File: src/ltpps_pkg.sv
// ----------------------------------------------------------------------------
// ltpps_pkg: shared types and constants for the line time stamp block
// Item layouts, command and status codes, store sizing.
// ----------------------------------------------------------------------------
package ltpps_pkg;

    // store sizing
    localparam int MAX_LINES = 1024;
    localparam int IDX_W     = $clog2(MAX_LINES);
    localparam int CNT_W     = IDX_W + 1;

    // header constants
    localparam logic [15:0] PPS_MARK = 16'hBABE;

    // command codes of an input item
    localparam logic [1:0] CMD_CLEAR = 2'd0;
    localparam logic [1:0] CMD_LOAD  = 2'd1;
    localparam logic [1:0] CMD_READ  = 2'd2;

    // status codes of a result item
    localparam logic [1:0] STAT_OK        = 2'd0;
    localparam logic [1:0] STAT_NO_MARKER = 2'd1;
    localparam logic [1:0] STAT_EMPTY     = 2'd2;

    typedef struct packed {
        logic [1:0]  command;
        logic [31:0] sys_time_raw;
        logic [15:0] status_raw;
        logic [31:0] tow_raw;
        logic [31:0] pps_raw;
        logic        header_complete;
    } in_item_t;

    typedef struct packed {
        logic signed [36:0] timestamp;
        logic               is_last;
        logic [1:0]         status;
        logic               overflowed;
    } out_item_t;

    // one stored line
    typedef struct packed {
        logic [31:0] internal;
        logic [31:0] tow;
        logic [31:0] pps;
    } line_rec_t;

    localparam int REC_W = $bits(line_rec_t);

    // classified operation passed from front to back
    typedef enum logic [1:0] {
        OP_CLEAR = 2'd0,
        OP_LOAD  = 2'd1,
        OP_READ  = 2'd2
    } op_t;

    typedef struct packed {
        op_t       op;
        line_rec_t rec;
        logic      marker;
    } q_item_t;

endpackage

File: src/ltpps_front.sv
// ----------------------------------------------------------------------------
// ltpps_front: input side of the line time stamp block
// Accepts items, decodes the header words and queues the operation.
// ----------------------------------------------------------------------------
module ltpps_front (
    input  logic                 clk,
    input  logic                 rst_n,
    input  logic                 in_valid,
    output logic                 in_ready,
    input  ltpps_pkg::in_item_t  in_data,
    output logic                 q_valid,
    input  logic                 q_pop,
    output ltpps_pkg::q_item_t   q_item
);

    function automatic logic [31:0] byte_reverse(input logic [31:0] v);
        return {v[7:0], v[15:8], v[23:16], v[31:24]};
    endfunction

    function automatic logic [31:0] swap_halves(input logic [31:0] v);
        return {v[15:0], v[31:16]};
    endfunction

    ltpps_pkg::q_item_t entry_reg [2];
    logic               wr_ptr_reg, wr_ptr_next;
    logic               rd_ptr_reg, rd_ptr_next;
    logic [1:0]         count_reg, count_next;
    ltpps_pkg::q_item_t cls;
    logic               push;
    logic               known;

    // classify the incoming item
    always_comb
    begin
        cls        = '0;
        known      = 1'b1;
        case (in_data.command)
            ltpps_pkg::CMD_CLEAR: cls.op = ltpps_pkg::OP_CLEAR;
            ltpps_pkg::CMD_LOAD:  cls.op = ltpps_pkg::OP_LOAD;
            ltpps_pkg::CMD_READ:  cls.op = ltpps_pkg::OP_READ;
            default:
            begin
                cls.op = ltpps_pkg::OP_CLEAR;
                known  = 1'b0;
            end
        endcase
        if (in_data.header_complete)
        begin
            cls.rec.internal = in_data.sys_time_raw;
            cls.rec.tow      = byte_reverse(in_data.tow_raw);
            cls.rec.pps      = swap_halves(in_data.pps_raw);
            cls.marker       = (in_data.status_raw == ltpps_pkg::PPS_MARK);
        end
    end

    // two-entry queue; unused commands are accepted and dropped
    assign in_ready = (count_reg != 2'd2);
    assign push     = in_valid && in_ready && known;
    assign q_valid  = (count_reg != 2'd0);
    assign q_item   = entry_reg[rd_ptr_reg];

    always_comb
    begin
        wr_ptr_next = wr_ptr_reg;
        rd_ptr_next = rd_ptr_reg;
        count_next  = count_reg;
        if (push)
        begin
            wr_ptr_next = ~wr_ptr_reg;
        end
        if (q_pop)
        begin
            rd_ptr_next = ~rd_ptr_reg;
        end
        if (push && !q_pop)
        begin
            count_next = count_reg + 2'd1;
        end
        else if (!push && q_pop)
        begin
            count_next = count_reg - 2'd1;
        end
    end

    always_ff @(posedge clk or negedge rst_n)
    begin
        if (!rst_n)
        begin
            wr_ptr_reg <= 1'b0;
            rd_ptr_reg <= 1'b0;
            count_reg  <= 2'd0;
        end
        else
        begin
            wr_ptr_reg <= wr_ptr_next;
            rd_ptr_reg <= rd_ptr_next;
            count_reg  <= count_next;
        end
    end

    always_ff @(posedge clk)
    begin
        if (push)
        begin
            entry_reg[wr_ptr_reg] <= cls;
        end
    end

endmodule

File: config.mk
export PLATFORM = sky130hd
export DESIGN_NAME = ltpps_front
export DESIGN_NICKNAME = d
export VERILOG_FILES = /design/src/ltpps_pkg.sv /design/src/ltpps_front.sv
export SDC_FILE = /design/constraint.sdc
export NUM_CORES = 1
export LEC_CHECK = 0
export BUFFER_PORTS_ARGS = -buffer_cell sky130_fd_sc_hd__buf_2
export CORE_ASPECT_RATIO = 0.6
export CORE_UTILIZATION = 30
export CTS_BUF_LIST = sky130_fd_sc_hd__clkbuf_16
export DETAILED_ROUTE_END_ITERATION = 12
export GPL_TIMING_DRIVEN = 0
export HOLD_SLACK_MARGIN = 0.05
export REMOVE_ABC_BUFFERS = 1
export SLEW_MARGIN = 20
export SYNTH_ARGS = -nofsm -noshare
export SYNTH_HDL_FRONTEND = slang
export SYNTH_SLANG_ARGS = --single-unit
File: constraint.sdc
create_clock -name clk -period 6.2 [get_ports clk]
set_clock_uncertainty 0.2 [all_clocks]
set_input_delay 1.24 -clock clk [delete_from_list [all_inputs] [get_ports clk]]
set_output_delay 1.24 -clock clk [all_outputs]
set_load 0.02 [all_outputs]
# Yosys cells after proc, flatten, opt, wreduce, memory -nomap -nowiden
# Memory sizes are Yosys's and may differ from the RTL's.
# Index checks and enable logic that the tools add are counted.
# totals
register_bits,4
mem_bits_rw,198
input_bits,119
wordCells,29
n_memories,1
# mem_list
name,depth,width,rd,rd_clocked_by_memory_dff,write_ports,line_no,source
entry_reg,2,99,1,0,1,ltpps_front.sv:24,ltpps_pkg::q_item_t entry_reg [2];
# classes
addsub,2
eq_ne,4
muxes,7
n_bitwise,2
n_reduce_logical,10
# ops
operator,count
$mux 97,1
$eq 16x16->1 const B,1
$logic_and 1x1->1,4
$mux 2,2
$pmux 2 s2,1
$reduce_bool 2->1,2
$mux 1,3
$reduce_or 3->1,1
$add 2x1->2 const B,1
$eq 2x1->1 const B,1
$eq 2x2->1 const B,1
$logic_not 1->1,2
$logic_not 2->1,1
$ne 2x2->1 const B,1
$not 1->1,2
$sub 2x1->2 const B,1

# Logic depth before layout (Yosys ltp)
# Gate-level depths: netlist of the first run.
# logic_depth
word_depth,8
mapped_depth,7
mapped_depth_nobuf,7

# Worst setup path before layout of the first run
# No wires, ideal clock.
# synth_timing
path_type,in2reg
from,in in_data[113] (netlist bit)
to,mem entry_reg[0][0] (netlist bit) (enable)
setup_ns,0.558
arrival_ns,5.560
required_time_ns,5.442
slack_ns,-0.118
cell_stages,3
n_path_buf,0
cell_sequence,nand2_1 > nand3_1 > nor2_1
# synth_between
elab_chain_cells,6
# synth_lines
item,line_no,source
start: declaration,ltpps_front.sv:10,"input ltpps_pkg::in_item_t in_data,"
"$eq 2x2->1, or another cell as far along",ltpps_front.sv:37,case (in_data.command)
$reduce_or 3->1 (no line) *,n/a,
$mux 1 *,ltpps_front.sv:37,
$logic_and 1x1->1 *,ltpps_front.sv:58,assign push = in_valid && in_ready && known;
$mux 1 *,ltpps_front.sv:103,if (push)
$mux 1 (implied by the code) *,ltpps_front.sv:105,entry_reg[wr_ptr_reg] <= cls;
end: declaration,ltpps_front.sv:24,
# Mark *: on every way between the ends. The rest lies on a longest branch, timed or not.

==> flow_metrics.tcl, run 1 <==
set metrics [dict create \
    cts_buffer_depth 3 \
    layout_common_cells "buf_2, edfxtp_1, mux2_2, and2_1, clkbuf_16" \
    report.final.slew_viol_count 0 \
    grt_remaining_overflow 0 \
    worstPathRequired_ns 4.76 \
    grt_max_degree 52 \
    cts_made_buffers 21 \
    dp.cells 1002 \
    multi_input_area_um2 1890 \
    synth_area_um2 8030 \
    post-route-period-util 0.562 \
    die_w_um 213 \
    drt_iter0_markers 211 \
    dpl.hpwl_um 10900 \
    crit_type "flip-flop to output port" \
    grt_first_pass_wirelength_um 25000 \
    final_cells 1043 \
    track_usage 0.120 \
    syn_to_final_growth_pct 29.6 \
    drtAntennaViolNets 0 \
    cts-resized-gates 0 \
    clock_sinks 202 \
    chipHeight_um 129 \
    cp_max_fo 42 \
    core-area_um2 25800 \
    drc 0 \
    dr.pass1.iters 6 \
    pre_cts_ws_ns 3.01 \
    max_freq_mhz 287 \
    io_pins 220 \
    worstSkewPairLatency_ns 0.49 \
    syn_avg_cell_area_um2 18.2 \
    drive_gt1_frac 0.525 \
    cp-start-kind "flip-flop" \
    yosys_warnings 0 \
    tightest_slew_ns 0.433 \
    slew_headroom 0.711 \
    dieArea_um2 27400 \
    leakagePower_uw 0.00395 \
    maxCapViolations 0 \
    worst_slack_ns 2.71 \
    cts_hold_buf 0 \
    crit_path_end_kind "output port" \
    avgViaCountPerCell 4.24 \
    synth-seq-area-share 0.753 \
    rsz0062_at_grt "no" \
    synth_cell_type_count 21 \
    drt-wirelength-per-cell_um 15.7 \
    grt_pass1_vias 4555 \
    final_common_cell "buf_2" \
    hp-class "flip-flop to flip-flop" \
    status "completed" \
    largest_reg_flops 198 \
    root_buffer "clkbuf_16" \
    routed_wl_um 16400 \
    dr_total_vias 4418 \
    finalSetupViolCount 0 \
    path_clk_slew_ns 0.06 \
    hold_viol 0 \
    worst_ep_arrival_time_ns 2.05 \
    syn_inst 442 \
    synth-seq-cells 202 \
    antenna_found_initial 2 \
    rows 45 \
    fillCellCount 2449 \
    powerDensity_nw_per_um2 441 \
    regArea_um2 6050 \
    min_period_ns 3.49 \
    timing.setup.tns_ns 0 \
    initial_core_util 0.311 \
    portBuffers 219 \
    globalplace.congestion 0.701 \
    htree_levels 1 \
    ir_worst_vdd_mv 0.237 \
    postCtsSetupBuffers 0 \
    cts_tree "yes" \
    nets 793 \
]
[per-stage QoR]
step / util / area (um^2) / hold WS [ns] / total power [uW]
2_1_floorplan: - / 7930 / 0.256 / 2870
3_3_place_gp: 0.367 / 9470 / 0.275 / 3430
3_5_place_dp: 0.377 / 9720 / 0.337 / 3410
4_1_cts: 0.403 / 10400 / 0.321 / 4670
5_1_grt: 0.403 / 10400 / 0.326 / 4820
6_report: 0.403 / 10400 / 0.336 / 4580
[cells in the mapped netlist]
master       n  area, um^2
nand2b_1     2        12.5
ha_1         1        12.5
clkbuf_1     6        22.5
edfxtp_1   198        5950
or2_2        1        6.26
mux2_2      99        1110
dfrtp_1      4         100
nand4b_1     1        8.76
nor2_1       2        7.51
inv_1        2        7.51
and2_1      97         607
nand3_1      1        5.00
or4_4        1        11.3
nand4_1      1        6.26
nor2b_1      2        12.5
xnor2_1      2        17.5
buf_2       15        75.1
nand2_1      2        7.51
nor3_2       1        10.0
xor2_1       3        26.3
nand4bb_1    1        11.3
[cell families after synthesis]
family	count (synthesis)	synth area share
adder cells (fa/ha/maj)	1	0.00156
AND/OR/NAND/NOR	112	0.0879
multiplexers	99	0.139
flip-flops	202	0.753
buffers and inverters	23	0.0131
XOR/XNOR	5	0.00546
[power by group]
part | switching [uW] | internal, uW | total (uW) | leakage [uW]
combinational | 850 | 615 | 1460 | 0.00170
clock | 499 | 738 | 1240 | 0.000340
sequential | 90.4 | 1790 | 1880 | 0.00191
[per-layer routing]
layer / vias to the layer above / track usage / wire (um)
li1: 2121 / - / -
met3: 18 / 0.0552 / 1620
met5: - / 0 / 0
met4: 0 / 0.0332 / 339
met1: 2127 / 0.151 / 7340
met2: 152 / 0.186 / 7080
[worst paths after layout]
path	end	from	depth (start not counted)	slack [ns]
worst max-delay path	q_item[88]	rd_ptr_reg	3	2.71
min in group asynchronous	rd_ptr_reg	rst_n	1	0.35
worst min register to register	count_reg[1]	count_reg[1]	1	0.34
max in group asynchronous	rd_ptr_reg	rst_n	1	5.31
worst min-delay path	count_reg[1]	count_reg[1]	1	0.34
worst max register to register	entry_reg[0][60]	count_reg[0]	6	3.90
[critical path: stages, from the launching register on]
cell and delay (ns):
dfrtp_4 0.68, buf_16 0.28, mux2_2 0.37, buf_2 0.18
[area by class of cell]
cell class                      instances  share of cell area
Timing Repair Buffer                  229               0.128
Antenna cell                            4            0.000962
Tap cell                              352              0.0423
Multi-Input combinational cell        217               0.181
Inverter                                2            0.000722
Sequential cell                       202               0.582
Clock inverter                         16              0.0141
Clock buffer                           21              0.0505
No activity file was read; power rests on OpenSTA's default activity.
==> run 2, diff against run 1 <==
==> constraint.sdc (replaced) <==
create_clock -name clk -period 3 [get_ports clk]
set_clock_uncertainty 0.2 [all_clocks]
set_input_delay 0.6 -clock clk [delete_from_list [all_inputs] [get_ports clk]]
set_output_delay 0.6 -clock clk [all_outputs]
set_load 0.02 [all_outputs]
==> flow_metrics.tcl, run 2 (synthesis results as in run 1) <==
set metrics [dict create \
    status "completed" \
    worstPathRequired_ns 2.20 \
    routed_wl_um 16400 \
    p_switching_uw 2980 \
    root_buffer "clkbuf_16" \
    clock_sinks 202 \
    fin_util 0.404 \
    grt_max_degree 52 \
    worstSkewPairLatency_ns 0.49 \
    worst_slack_ns 0.152 \
    drive_gt1_frac 0.525 \
    combPwrFrac 0.319 \
    largest_reg_flops 198 \
    io_pins 220 \
    worstPathCellList "buf_16 > mux2_2 > buf_2" \
    post-route-period-util 0.949 \
    cp-start-kind "flip-flop" \
    tightest_slew_ns 0.437 \
    cts_tree "yes" \
    timing.setup.tns_ns 0 \
    antenna_found_initial 2 \
    postCtsSetupBuffers 0 \
    syn_to_final_growth_pct 29.7 \
    dpl.hpwl_um 10900 \
    drtAntennaViolNets 0 \
    sequentialPowerShare 0.410 \
    globalplace.congestion 0.701 \
    hp-class "input port to flip-flop" \
    crit_type "flip-flop to output port" \
    drt-wirelength-per-cell_um 15.7 \
    cts-resized-gates 0 \
    cpPeakStageDelay_ns 0.68 \
    min_period_ns 2.85 \
    core-area_um2 25800 \
    nets 794 \
    worst_ep_arrival_time_ns 2.05 \
    maxCapViolations 0 \
    initial_core_util 0.311 \
    cp_max_fo 42 \
    report.final.slew_viol_count 0 \
    drt_iter0_markers 212 \
    crit_path_end_kind "output port" \
    rsz0062_at_grt "no" \
    portBuffers 219 \
    track_usage 0.120 \
    path_delay_family "flip-flops" \
    drc 0 \
    finalSetupViolCount 0 \
    final_common_cell "buf_2" \
    p_clk_frac 0.270 \
    internal-power_uw 6500 \
    grt_remaining_overflow 0 \
    dieArea_um2 27400 \
    layout_common_cells "buf_2, edfxtp_1, mux2_2, and2_1, clkbuf_16" \
    rows 45 \
    sw_frac_of_total 0.314 \
    ir_worst_vdd_mv 0.489 \
    slew_headroom 0.709 \
    htree_levels 1 \
    max_freq_mhz 351 \
    dr_total_vias 4435 \
    grt_pass1_vias 4561 \
    cts_hold_buf 1 \
    avgViaCountPerCell 4.25 \
    hold_ws_ns 0.102 \
    die_w_um 213 \
    crit_slowest_cell "dfrtp_4" \
    hold_viol 0 \
    grt_first_pass_wirelength_um 25100 \
    cts_made_buffers 21 \
    cts_buffer_depth 3 \
    chipHeight_um 129 \
    path_clk_slew_ns 0.06 \
    dr.pass1.iters 6 \
    powerDensity_nw_per_um2 910 \
    crit_buf_inv 2 \
    pre_cts_ws_ns 0.454 \
    leakagePower_uw 0.00395 \
]
## run 2: stage by stage
stage / instance area (um^2) / std cells / power, uW
finish: 10400 / 1044 / 9480
global route: 10400 / 1040 / 9960
CTS: 10400 / 1040 / 9660
detailed placement: 9720 / 1002 / 7050
global placement: 9470 / 992 / 6750
floorplan: 7930 / 421 / 5920
## run 2: layer usage
| layer | GRT usage | vias to the layer above | share of wire |
|---|---|---|---|
| met5 | 0 | - | 0 |
| met4 | 0.0332 | 0 | 0.021 |
| met3 | 0.0552 | 18 | 0.10 |
| met2 | 0.186 | 157 | 0.43 |
| met1 | 0.151 | 2135 | 0.45 |
| li1 | - | 2125 | - |
## run 2: power groups by stage
stage	clock, uW	combinational (uW)	sequential [uW]
2_1_floorplan	0	1840	4080
3_3_place_gp	0	2520	4230
3_5_place_dp	0	3080	3960
4_1_cts	2660	3100	3900
5_1_grt	2760	3250	3950
6_report	2560	3030	3890
## run 2: cell type report
| type | count | area (um^2) |
|---|---|---|
| diodes | 4 | 10.0 |
| clock buffers | 21 | 526 |
| clock inverters | 16 | 146 |
| fillers | 2448 | 15400 |
| inverters | 2 | 7.51 |
| multi-input cells | 217 | 1890 |
| flip-flops and latches | 202 | 6050 |
| well taps | 352 | 440 |
| repair buffers | 230 | 1350 |
## run 2: worst paths after layout
kind | from | endpoint | slack [ns] | depth (start not counted)
max | rd_ptr_reg | q_item[88] | 0.15 | 3
min | q_pop | rd_ptr_reg | 0.10 | 2
max reg2reg | count_reg[0] | entry_reg[0][60] | 0.70 | 6
min reg2reg | count_reg[1] | count_reg[1] | 0.34 | 1
max in group asynchronous | rst_n | rd_ptr_reg | 2.19 | 2
min in group asynchronous | rst_n | rd_ptr_reg | 0.26 | 2
==> run 3, diff against run 2 <==
--- a/config.mk
+++ b/config.mk
@@ -7,11 +7,12 @@
 export LEC_CHECK = 0
 export BUFFER_PORTS_ARGS = -buffer_cell sky130_fd_sc_hd__buf_2
 export CORE_ASPECT_RATIO = 0.6
-export CORE_UTILIZATION = 30
+export CORE_UTILIZATION = 45
 export CTS_BUF_LIST = sky130_fd_sc_hd__clkbuf_16
 export DETAILED_ROUTE_END_ITERATION = 12
 export GPL_TIMING_DRIVEN = 0
 export HOLD_SLACK_MARGIN = 0.05
+export PLACE_DENSITY = 0.73
 export REMOVE_ABC_BUFFERS = 1
 export SLEW_MARGIN = 20
 export SYNTH_ARGS = -nofsm -noshare
==> flow_metrics.tcl, run 3 (synthesis results as in run 1) <==
set metrics [dict create \
    path_delay_family "flip-flops" \
    cts_buffer_depth 3 \
    ir_worst_vdd_mv 0.607 \
    drive_gt1_frac 0.526 \
    min_period_ns 2.88 \
    die_w_um 174 \
    avgViaCountPerCell 4.86 \
    largest_reg_flops 198 \
    final_common_cell "buf_2" \
    root_buffer "clkbuf_16" \
    cts_made_buffers 20 \
    rsz0062_at_grt "no" \
    path_clk_slew_ns 0.06 \
    worst_ep_arrival_time_ns 2.08 \
    clock_sinks 202 \
    nets 790 \
    hold_ws_ns 0.149 \
    cpPeakStageDelay_ns 0.70 \
    worstPathRequired_ns 2.20 \
    cp-start-kind "flip-flop" \
    report.final.slew_viol_count 0 \
    layout_common_cells "buf_2, edfxtp_1, mux2_2, and2_1, clkbuf_16" \
    track_usage 0.168 \
    crit_path_end_kind "output port" \
    maxCapViolations 0 \
    drt-wirelength-per-cell_um 16.8 \
    hold_viol 0 \
    regArea_um2 6050 \
    crit_buf_inv 2 \
    status "completed" \
    slew_headroom 0.476 \
    reg2reg_depth 5 \
    worstPathCellList "buf_16 > mux2_2 > buf_2" \
    multi_input_area_um2 1890 \
    initial_core_util 0.464 \
    portBuffers 219 \
    grt_first_pass_wirelength_um 24100 \
    dieArea_um2 18400 \
    max_freq_mhz 348 \
    antenna_found_initial 0 \
    worst_slack_ns 0.125 \
    drtAntennaViolNets 0 \
    cts_tree "yes" \
    fillCellCount 1358 \
    r2r_end "entry_reg[1][17]" \
    cts-resized-gates 0 \
    antenna_cells 0 \
    finalSetupViolCount 0 \
    htree_levels 1 \
    post-route-period-util 0.958 \
    grt_remaining_overflow 0 \
    dr.pass1.iters 4 \
    core-area_um2 17300 \
    cp_max_fo 51 \
    tightest_slew_ns 0.787 \
    grt_pass1_vias 4655 \
    rows 37 \
    routed_wl_um 15400 \
    chipHeight_um 105 \
    drt_iter0_markers 168 \
    powerDensity_nw_per_um2 909 \
    grt_max_degree 98 \
    hp-class "input port to flip-flop" \
    rr_startpoint "count_reg[0]" \
    io_pins 220 \
    globalplace.congestion 0.774 \
    drc 0 \
    crit_type "flip-flop to output port" \
    whs_endpoint "rd_ptr_reg" \
    post_dp_cell_area_um2 9480 \
    crit_slowest_cell "dfrtp_4" \
    r2r_slack_ns 0.52 \
    hold_depth 2 \
    finalInstanceArea_um2 10100 \
    pre_cts_ws_ns 0.310 \
    worstSkewPairLatency_ns 0.47 \
    syn_to_final_growth_pct 26.2 \
    dr_total_vias 4462 \
    dpl.hpwl_um 10100 \
    leakagePower_uw 0.00389 \
    min-delay-start "q_pop" \
]
run 3: how the worst max path moves through the flow:
stage | startpoint | cells after the start | endpoint | slack, ns
finish | rd_ptr_reg | 3 | q_item[77] | 0.12
global route | rd_ptr_reg | 3 | q_item[77] | 0.05
CTS | rd_ptr_reg | 3 | q_item[77] | 0.08
detailed placement | in_data[113] | 6 | entry_reg[1][83] | 0.31
global placement | in_data[113] | 4 | entry_reg[0][62] | -4.97
floorplan | count_reg[0] | 3 | entry_reg[0][0] | -2.71
run 3: metrics by stage:
| stage | setup TNS [ns] | instances | util | total power (uW) |
|---|---|---|---|---|
| floorplan | -416.72 | 421 | - | 5920 |
| global placement | -880.84 | 874 | 0.538 | 6830 |
| detailed placement | 0 | 880 | 0.547 | 6910 |
| CTS | 0 | 918 | 0.585 | 9330 |
| global route | 0 | 918 | 0.585 | 9620 |
| finish | 0 | 918 | 0.585 | 9210 |
run 3: layout make-up:
class,instances,share of cell area
clock inverters,15,0.0100
multi-input cells,217,0.186
repair buffers,227,0.125
well taps,234,0.0289
flip-flops and latches,202,0.597
inverters,2,0.000741
clock buffers,21,0.0519
run 3: routing by layer:
layer / part of all wire / global-route usage
met1: 0.43 / 0.214
met2: 0.46 / 0.273
met3: 0.097 / 0.0610
met4: 0.020 / 0.0395
met5: 0 / 0
run 3: repair_timing:
item | in CTS | in global routing
endpoints found under the hold margin | 4 | 0
setup buffers | 1 | 0
hold buffers | 1 | 0
setup endpoints to repair | 50 | 0
run 3: report_power, final:
group / leakage (uW) / internal, uW / total (uW) / switching, uW
clock: 0.000307 / 1360 / 2350 / 993
combinational: 0.00167 / 1230 / 2950 / 1720
sequential: 0.00191 / 3710 / 3910 / 205
total: 0.00389 / 6290 / 9210 / 2920
